==> src/rtl/torus_vertex_generator_unit_assert.svh <==
// ----------------------------------------------------------------------------
// torus vertex generator assertion macros
// shared concurrent assertion forms, clocked on clock and disabled in reset
// ----------------------------------------------------------------------------
`ifndef TORUS_VERTEX_GENERATOR_UNIT_ASSERT_SVH
`define TORUS_VERTEX_GENERATOR_UNIT_ASSERT_SVH

// condition and consequence in the same cycle
`define TVG_ASSERT_SAME(lbl, pre, post, msg) \
   lbl: assert property (@(posedge clock) disable iff (reset) (pre) |-> (post)) \
      else $error(msg);

// consequence in the cycle after the condition
`define TVG_ASSERT_NEXT(lbl, pre, post, msg) \
   lbl: assert property (@(posedge clock) disable iff (reset) (pre) |=> (post)) \
      else $error(msg);

`endif

==> src/rtl/tvg_pkg.sv <==
// ----------------------------------------------------------------------------
// tvg_pkg
// shared constants, types and helpers of the torus vertex generator
// ----------------------------------------------------------------------------
package tvg_pkg;

   // defaults of the top level parameters
   localparam int INDEX_BITS_DEF     = 12;
   localparam int TRIG_FRAC_BITS_DEF = 14;

   // divider and cordic organization
   localparam int QUOT_BITS        = 34;
   localparam int DIV_PER_STAGE    = 3;
   localparam int PHASE_BITS       = 32;
   localparam int CORDIC_ITERS     = 24;
   localparam int CORDIC_PER_STAGE = 2;
   localparam int CORDIC_W         = 34;
   localparam int CORDIC_FRAC      = 30;

   // field widths
   localparam int RADIUS_BITS    = 16;
   localparam int TEX_BITS       = 17;
   localparam int POS_BITS       = 18;
   localparam int NORM_BITS      = 16;
   localparam int NORM_FRAC      = 14;
   localparam int POS_FRAC       = 8;
   localparam int CSR_INDEX_BITS = 4;

   // gain-compensated cordic start value
   localparam logic signed [CORDIC_W-1:0] CORDIC_X0 = 34'sd652032875;

   // arctangent of 2^-k as a fraction of a turn, 2^32 scale
   localparam logic [CORDIC_FRAC-1:0] ATAN_TURNS [CORDIC_ITERS] = '{
      30'd536870912, 30'd316933406, 30'd167458907, 30'd85004756, 30'd42667331,
      30'd21354465, 30'd10679838, 30'd5340245, 30'd2670163, 30'd1335087,
      30'd667544, 30'd333772, 30'd166886, 30'd83443, 30'd41722, 30'd20861,
      30'd10430, 30'd5215, 30'd2608, 30'd1304, 30'd652, 30'd326, 30'd163, 30'd81
   };

   // configuration register indexes
   typedef enum logic [CSR_INDEX_BITS-1:0] {
      CSR_MAJOR_SEGMENTS = 4'd0,
      CSR_MINOR_SEGMENTS = 4'd1,
      CSR_MAJOR_RADIUS   = 4'd2,
      CSR_MINOR_RADIUS   = 4'd3
   } tvg_csr_index_type;

   // per-vertex data carried alongside the trig pipeline
   typedef struct packed {
      logic                second_vertex;
      logic [TEX_BITS-1:0] tex_s;
      logic [TEX_BITS-1:0] tex_t;
   } tvg_side_type;

   // result vertex, last field in the lowest bits
   typedef struct packed {
      logic        [TEX_BITS-1:0]  tex_t;
      logic        [TEX_BITS-1:0]  tex_s;
      logic signed [NORM_BITS-1:0] norm_z;
      logic signed [NORM_BITS-1:0] norm_y;
      logic signed [NORM_BITS-1:0] norm_x;
      logic signed [POS_BITS-1:0]  pos_z;
      logic signed [POS_BITS-1:0]  pos_y;
      logic signed [POS_BITS-1:0]  pos_x;
   } tvg_vertex_type;

   localparam int RSP_DATA_BITS = $bits(tvg_vertex_type);

   // saturate to the signed Q9.8 position range
   function automatic logic signed [POS_BITS-1:0] sat_pos(input logic signed [63:0] v);
      logic signed [POS_BITS-1:0] r;
      if (v > 64'sd131071)       r = 18'sd131071;
      else if (v < -64'sd131072) r = -18'sd131072;
      else                       r = v[POS_BITS-1:0];
      return r;
   endfunction

   // clamp to plus or minus one in Q1.14
   function automatic logic signed [NORM_BITS-1:0] sat_norm(input logic signed [63:0] v);
      logic signed [NORM_BITS-1:0] r;
      if (v > 64'sd16384)       r = 16'sd16384;
      else if (v < -64'sd16384) r = -16'sd16384;
      else                      r = v[NORM_BITS-1:0];
      return r;
   endfunction

endpackage

==> src/rtl/tvg_divider.sv <==
// ----------------------------------------------------------------------------
// tvg_divider
// pipelined restoring divider, two lanes: quotient floor(num * 2^33 / den)
// for num <= den, a few quotient bits per stage
// ----------------------------------------------------------------------------
module tvg_divider #(
   parameter int INDEX_BITS = tvg_pkg::INDEX_BITS_DEF
) (
   input  logic                           clock,
   input  logic                           reset,
   input  logic                           ce,
   input  logic                           in_valid,
   input  logic                           in_ring,
   input  logic [INDEX_BITS:0]            in_num [2],
   input  logic [INDEX_BITS:0]            in_den [2],
   output logic                           out_valid,
   output logic                           out_ring,
   output logic [tvg_pkg::QUOT_BITS-1:0]  out_quot [2]
);
   import tvg_pkg::*;

   localparam int NUM_W      = INDEX_BITS + 1;
   localparam int REM_W      = INDEX_BITS + 2;
   localparam int FRAC_STEPS = QUOT_BITS - 1;
   localparam int NSTG       = (FRAC_STEPS + DIV_PER_STAGE - 1) / DIV_PER_STAGE;

   logic [NSTG:0]          valid_ff;
   logic [NSTG:0]          ring_ff;
   logic [NUM_W-1:0]       rem_ff  [NSTG+1][2];
   logic [NUM_W-1:0]       rem_in  [NSTG+1][2];
   logic [NUM_W-1:0]       den_ff  [NSTG+1][2];
   logic [NUM_W-1:0]       den_in  [NSTG+1][2];
   logic [QUOT_BITS-1:0]   quot_ff [NSTG+1][2];
   logic [QUOT_BITS-1:0]   quot_in [NSTG+1][2];

   // integer bit at entry, then shift-subtract steps per stage
   always_comb begin
      logic [NUM_W-1:0]     r;
      logic [QUOT_BITS-1:0] q;
      logic [REM_W-1:0]     two;
      for (int l = 0; l < 2; l++) begin
         den_in[0][l] = in_den[l];
         if (in_num[l] >= in_den[l]) begin
            quot_in[0][l] = QUOT_BITS'(1);
            rem_in[0][l]  = in_num[l] - in_den[l];
         end else begin
            quot_in[0][l] = '0;
            rem_in[0][l]  = in_num[l];
         end
      end
      for (int s = 1; s <= NSTG; s++) begin
         for (int l = 0; l < 2; l++) begin
            r = rem_ff[s-1][l];
            q = quot_ff[s-1][l];
            for (int t = 0; t < DIV_PER_STAGE; t++) begin
               if ((s - 1) * DIV_PER_STAGE + t < FRAC_STEPS) begin
                  two = {r, 1'b0};
                  if (two >= {1'b0, den_ff[s-1][l]}) begin
                     r = NUM_W'(two - {1'b0, den_ff[s-1][l]});
                     q = {q[QUOT_BITS-2:0], 1'b1};
                  end else begin
                     r = two[NUM_W-1:0];
                     q = {q[QUOT_BITS-2:0], 1'b0};
                  end
               end
            end
            rem_in[s][l]  = r;
            quot_in[s][l] = q;
            den_in[s][l]  = den_ff[s-1][l];
         end
      end
   end

   // valid bits
   always_ff @(posedge clock) begin
      if (reset) begin
         valid_ff <= '0;
      end else if (ce) begin
         valid_ff <= {valid_ff[NSTG-1:0], in_valid};
      end
   end

   // stage payload
   always_ff @(posedge clock) begin
      if (ce) begin
         ring_ff <= {ring_ff[NSTG-1:0], in_ring};
         for (int s = 0; s <= NSTG; s++) begin
            for (int l = 0; l < 2; l++) begin
               rem_ff[s][l]  <= rem_in[s][l];
               den_ff[s][l]  <= den_in[s][l];
               quot_ff[s][l] <= quot_in[s][l];
            end
         end
      end
   end

   assign out_valid   = valid_ff[NSTG];
   assign out_ring    = ring_ff[NSTG];
   assign out_quot[0] = quot_ff[NSTG][0];
   assign out_quot[1] = quot_ff[NSTG][1];

endmodule

==> config.mk <==
export PLATFORM = sky130hd
export DESIGN_NAME = tvg_divider
export DESIGN_NICKNAME = d
export VERILOG_FILES = /design/src/rtl/torus_vertex_generator_unit_assert.svh /design/src/rtl/tvg_pkg.sv /design/src/rtl/tvg_divider.sv
export SDC_FILE = /design/constraint.sdc
export NUM_CORES = 2
export LEC_CHECK = 0
export ABC_AREA = 1
export BUFFER_PORTS_ARGS = -buffer_cell sky130_fd_sc_hd__buf_2
export CORE_UTILIZATION = 65
export CTS_CLUSTER_DIAMETER = 50
export CTS_CLUSTER_SIZE = 20
export DETAILED_ROUTE_END_ITERATION = 10
export GPL_TIMING_DRIVEN = 1
export PLACE_DENSITY = 0.84
export SLEW_MARGIN = 30
export SYNTH_ARGS = -nofsm -noshare
export SYNTH_HDL_FRONTEND = slang
export SYNTH_SLANG_ARGS = --single-unit
==> constraint.sdc <==
create_clock -name clock -period 5.7 [get_ports clock]
set_clock_uncertainty 0.1 [all_clocks]
set_input_delay 0.285 -clock clock [delete_from_list [all_inputs] [get_ports clock]]
set_output_delay 0.285 -clock clock [all_outputs]
set_load 0.005 [all_outputs]
Word-level counts from Yosys, hierarchy flattened
Memory sizes are Yosys's and may differ from the RTL's.
Cells that the tools add are included.
{"block": "word_totals", "word_cells": 279, "ram_bits": 1440, "regBits": 24, "in_bits": 57, "mem_count": 3, "output_inout_bits": 70}
{"block": "classes", "n_addsub": 68, "order_cmp": 68, "n_mux": 138}
{"memory": "quot_ff", "depth": 12, "word_bits": 68, "rd": 12, "rd_clocked_by_memory_dff": 0, "write_ports": 12, "line_no": "tvg_divider.sv:33", "text": "logic [QUOT_BITS-1:0] quot_ff [NSTG+1][2];"}
{"memory": "den_ff", "depth": 12, "word_bits": 26, "rd": 11, "rd_clocked_by_memory_dff": 0, "write_ports": 12, "line_no": "tvg_divider.sv:31", "text": "logic [NUM_W-1:0] den_ff [NSTG+1][2];"}
{"memory": "rem_ff", "depth": 12, "word_bits": 26, "rd": 11, "rd_clocked_by_memory_dff": 0, "write_ports": 12, "line_no": "tvg_divider.sv:29", "text": "logic [NUM_W-1:0] rem_ff [NSTG+1][2];"}
{"cell": "$ge 14x13->1", "count": 66}
{"cell": "$mux 13", "count": 68}
{"cell": "$sub 13x13->13", "count": 68}
{"cell": "$mux 1", "count": 70}
{"cell": "$ge 13x13->1", "count": 2}

Longest topological paths before layout
An unclocked memory read counts as a cell.
{"block": "logic_depth", "ltp_word": 7, "depth_mapped": 42, "depth_no_buf": 39}

Worst setup path before layout
Ideal clock, no wire load.
{"block": "synth_path", "path_type": "reg2reg", "startpoint": "mem rem_ff[4][0] in the netlist's numbering", "endpoint": "mem rem_ff[5][8] in the netlist's numbering (data pin)", "period_less_slack_ns": 5.263, "path_stages_with_launch": 36, "arrival_time_ns": 4.910, "setup_slack_ns": 0.437, "t_required_ns": 5.348, "setup_ns": 0.252, "path_buffers": 4, "path_cell_list": "edfxtp_1 > inv_1 > fa_1 > o21ai_2 > nand2_1 > nand2_2 > nand3_1 > nand3_2 > buf_6 > inv_4 > buf_2 > nand2_1 > o21ai_0 > ha_1 > a21oi_1 > o21ai_1 > nand2_1 > nand3_1 > a21boi_2 > o21ai_1 > nor2_2 > buf_2 > nand2_1 > o21ai_1 > ha_1 > a21oi_1 > o21ai_1 > nand2_1 > o211ai_1 > nand2_1 > nand3_1 > a21oi_1 > nand3_2 > buf_4 > nand2_1 > nand2_1"}
{"element": "from (decl)", "line_no": "tvg_divider.sv:29"}

==> results.py <==
metrics = {
    "floorplanning": {
        "die-width_um": 355,
        "pin_count": 127,
        "start_util_pct": 65.9,
        "die_area_mm2": 0.126,
        "die-height_um": 355,
        "coreArea_mm2": 0.123,
        "rows": 128,
    },
    "clock_network": {
        "cts-root-buf": "clkbuf_16",
        "h-tree-depth": 3,
        "numCtsBuffers": 110,
        "cts_tree": "yes",
        "clkSlewWorstSetupHoldPaths_ns": 0.07,
        "cts.sinks": 1016,
        "cts_buffer_depth": 3,
        "clk_latency_ns": 0.75,
    },
    "timing": {
        "post-route-period-util_pct": 100,
        "final_max_slew_viol_count": 0,
        "worstMarginPinSlew_ns": 1.01,
        "slew_headroom_pct": 32.7,
        "clock.fmax_mhz": 175,
        "finalHoldViolations": 0,
        "setup_viol": 2,
        "setup_ws_ns": -0.0233,
        "rsz0062_at_grt": "true",
        "min_period_ns": 5.72,
    },
    "finish": {
        "stdcell_count": 12800,
        "final_cell_mix": "nand2_1 (2770), buf_4 (1083), edfxtp_1 (1004), inv_1 (908), ha_1 (744)",
        "diodes": 0,
        "final_common_cell": "nand2_1",
        "design_area_mm2": 0.0979,
        "drive_above_1_share_pct": 20.3,
        "multi_input_area_mm2": 0.0475,
        "fillCellCount": 8021,
        "fin_nets": 12000,
        "synthToLayoutAreaGrowth_pct": 21.2,
        "seq_area_mm2": 0.0304,
    },
    "critical_path": {
        "cp_data_required_time_ns": 6.21,
        "cp_num_buf_inv": 5,
        "critPathMaxFanout": 13,
        "worst-setup-path-type": "reg2reg",
        "cp.arrival_ns": 6.23,
        "start_kind": "flop",
        "slowest_stage": "edfxtp_1",
        "crit_family": "simple AND/OR/NAND/NOR gates",
        "crit_path_max_incr_delay_ns": 0.45,
        "end_kind": "flop",
        "cp_common_cell": "nand2_1",
    },
    "route": {
        "wl_per_cell_um": 17.7,
        "firstDrtPassIters": 6,
        "vias_per_cell": 5.81,
        "drtIter0Drc": 6890,
        "via_count": 74600,
        "drc_errors": 0,
        "wl_mm": 227,
        "antenna_left": 0,
    },
    "place": {
        "place_ws_ns": -0.252,
        "placedInstanceArea_mm2": 0.0893,
        "gp_congestion": 0.987,
        "port_buffers": 126,
        "dp.cells": 12400,
        "dpl.hpwl_mm": 167,
    },
    "synth": {
        "yosys_warnings": 0,
        "synth_area_mm2": 0.0808,
        "synth_edf_count": 1004,
        "syn_area_per_cell_um2": 8.16,
        "synth_seq_cells": 1016,
        "yosys_most_used_dff": "edfxtp_1",
        "ys_types": 66,
        "synth_nets": 10800,
        "synth-async-reset-ratio_pct": 0,
        "syn-instance-count": 9901,
        "ys_seq_area_share_pct": 37.6,
    },
    "global_route": {
        "grt_overflow": 0,
        "grt_pass1_wl_mm": 347,
        "grt_use_total_pct": 33.6,
        "grt_pass1_vias": 70400,
        "grt_max_degree": 172,
        "antenna_found_initial": 1,
    },
    "run_status": {
        "status": "complete, but fails checks",
        "violations": "negative setup slack",
    },
    "run": {
        "maxCapViolCount": 0,
    },
    "hold_path": {
        "hold_class": "in2reg",
    },
}
-- final timing paths --
kind / endpoint / startpoint / cells past startpoint / slack [ns]
hold reg to reg: quot_ff[2][90] / quot_ff[2][19] / 0 / 0.30
setup reg to reg: rem_ff[1][21] / den_ff[0][25] / 31 / -0.02
setup / recovery: rem_ff[1][21] / den_ff[0][25] / 31 / -0.02
hold / removal: ring_ff[0] / in_ring / 2 / 0.16
-- state kept, by name, indices dropped and copies added (netlist names) --
| register | cells |
|---|---|
| rem_ff | 286 |
| ring_ff | 12 |
| valid_ff | 12 |
| quot_ff | 420 |
| den_ff | 286 |
-- repair_timing --
action | in CTS | in global routing
pin swaps | 13 | 138
setup endpoints to repair | 126 | 282
resized for setup | 34 | 684
hold buffers | 57 | 0
cloned | 2 | 18
setup buffers | 19 | 160
hold endpoints to repair | 136 | 0
-- layout make-up --
class	instances	share of cell area, %
clock inverter	89	1.15
inverter	1049	4.11
timing repair buffer	1308	10.3
clock buffer	117	2.90
sequential	1016	31.0
tap	1625	2.08
timing repair inverter	2	0.0115
multi-input combinational	7640	48.5
-- routing by layer --
| layer | vias to the layer above | share of wire, % | GRT usage (%) |
|---|---|---|---|
| li1 | 36000 | - | - |
| met5 | - | 0.0062 | 0 |
| met4 | 2 | 4.6 | 13.9 |
| met1 | 34700 | 41 | 42.5 |
| met3 | 741 | 6.4 | 3.92 |
| met2 | 3223 | 48 | 58.4 |
-- metrics by stage --
step                setup TNS (ns)  hold WS [ns]  utilization (%)
floorplan                        0         0.254                -
global placement             -3.32         0.300             72.9
detailed placement           -4.99         0.305             72.9
CTS                        -0.0239         0.103             76.8
global route                -18.23         0.142             79.9
finish                     -0.0268         0.162             79.9
-- cells in the mapped netlist, types with 21 or more instances --
| master | n | area share, % |
|---|---|---|
| a21boi_0 | 22 | 0.20 |
| a21o_1 | 75 | 0.70 |
| a21oi_1 | 724 | 4.5 |
| a21oi_2 | 26 | 0.28 |
| a31oi_1 | 60 | 0.46 |
| and2_1 | 25 | 0.19 |
| buf_2 | 47 | 0.29 |
| buf_4 | 135 | 1.3 |
| edfxtp_1 | 1004 | 37 |
| fa_1 | 24 | 0.59 |
| ha_1 | 838 | 13 |
| inv_1 | 1009 | 4.7 |
| inv_2 | 29 | 0.13 |
| nand2_1 | 2795 | 13 |
| nand2_2 | 35 | 0.27 |
| nand3_1 | 527 | 3.3 |
| nand3_2 | 53 | 0.66 |
| nand3b_1 | 23 | 0.21 |
| nand4_1 | 111 | 0.86 |
| nor2_1 | 675 | 3.1 |
| nor2_2 | 37 | 0.29 |
| nor3_1 | 78 | 0.48 |
| o21a_1 | 21 | 0.20 |
| o21ai_0 | 421 | 2.6 |
| o21ai_1 | 127 | 0.79 |
| o21ai_2 | 41 | 0.44 |
| o21bai_1 | 49 | 0.46 |
| or2_2 | 51 | 0.39 |
| xnor2_1 | 263 | 2.9 |
| xor2_1 | 381 | 4.1 |
-- kinds of logic after synthesis --
group	after synthesis	share of synthesized area [%]
simple gates	4472	23.6
compound gates	1646	11.5
fa+ha+maj	862	13.6
buf+inv	1260	6.76
mux	1	0.0124
flops	1016	37.6
xor+xnor	644	6.98
Power is not shown: default switching activity piles up to over one toggle a cycle in this logic, so the estimate is an artifact.
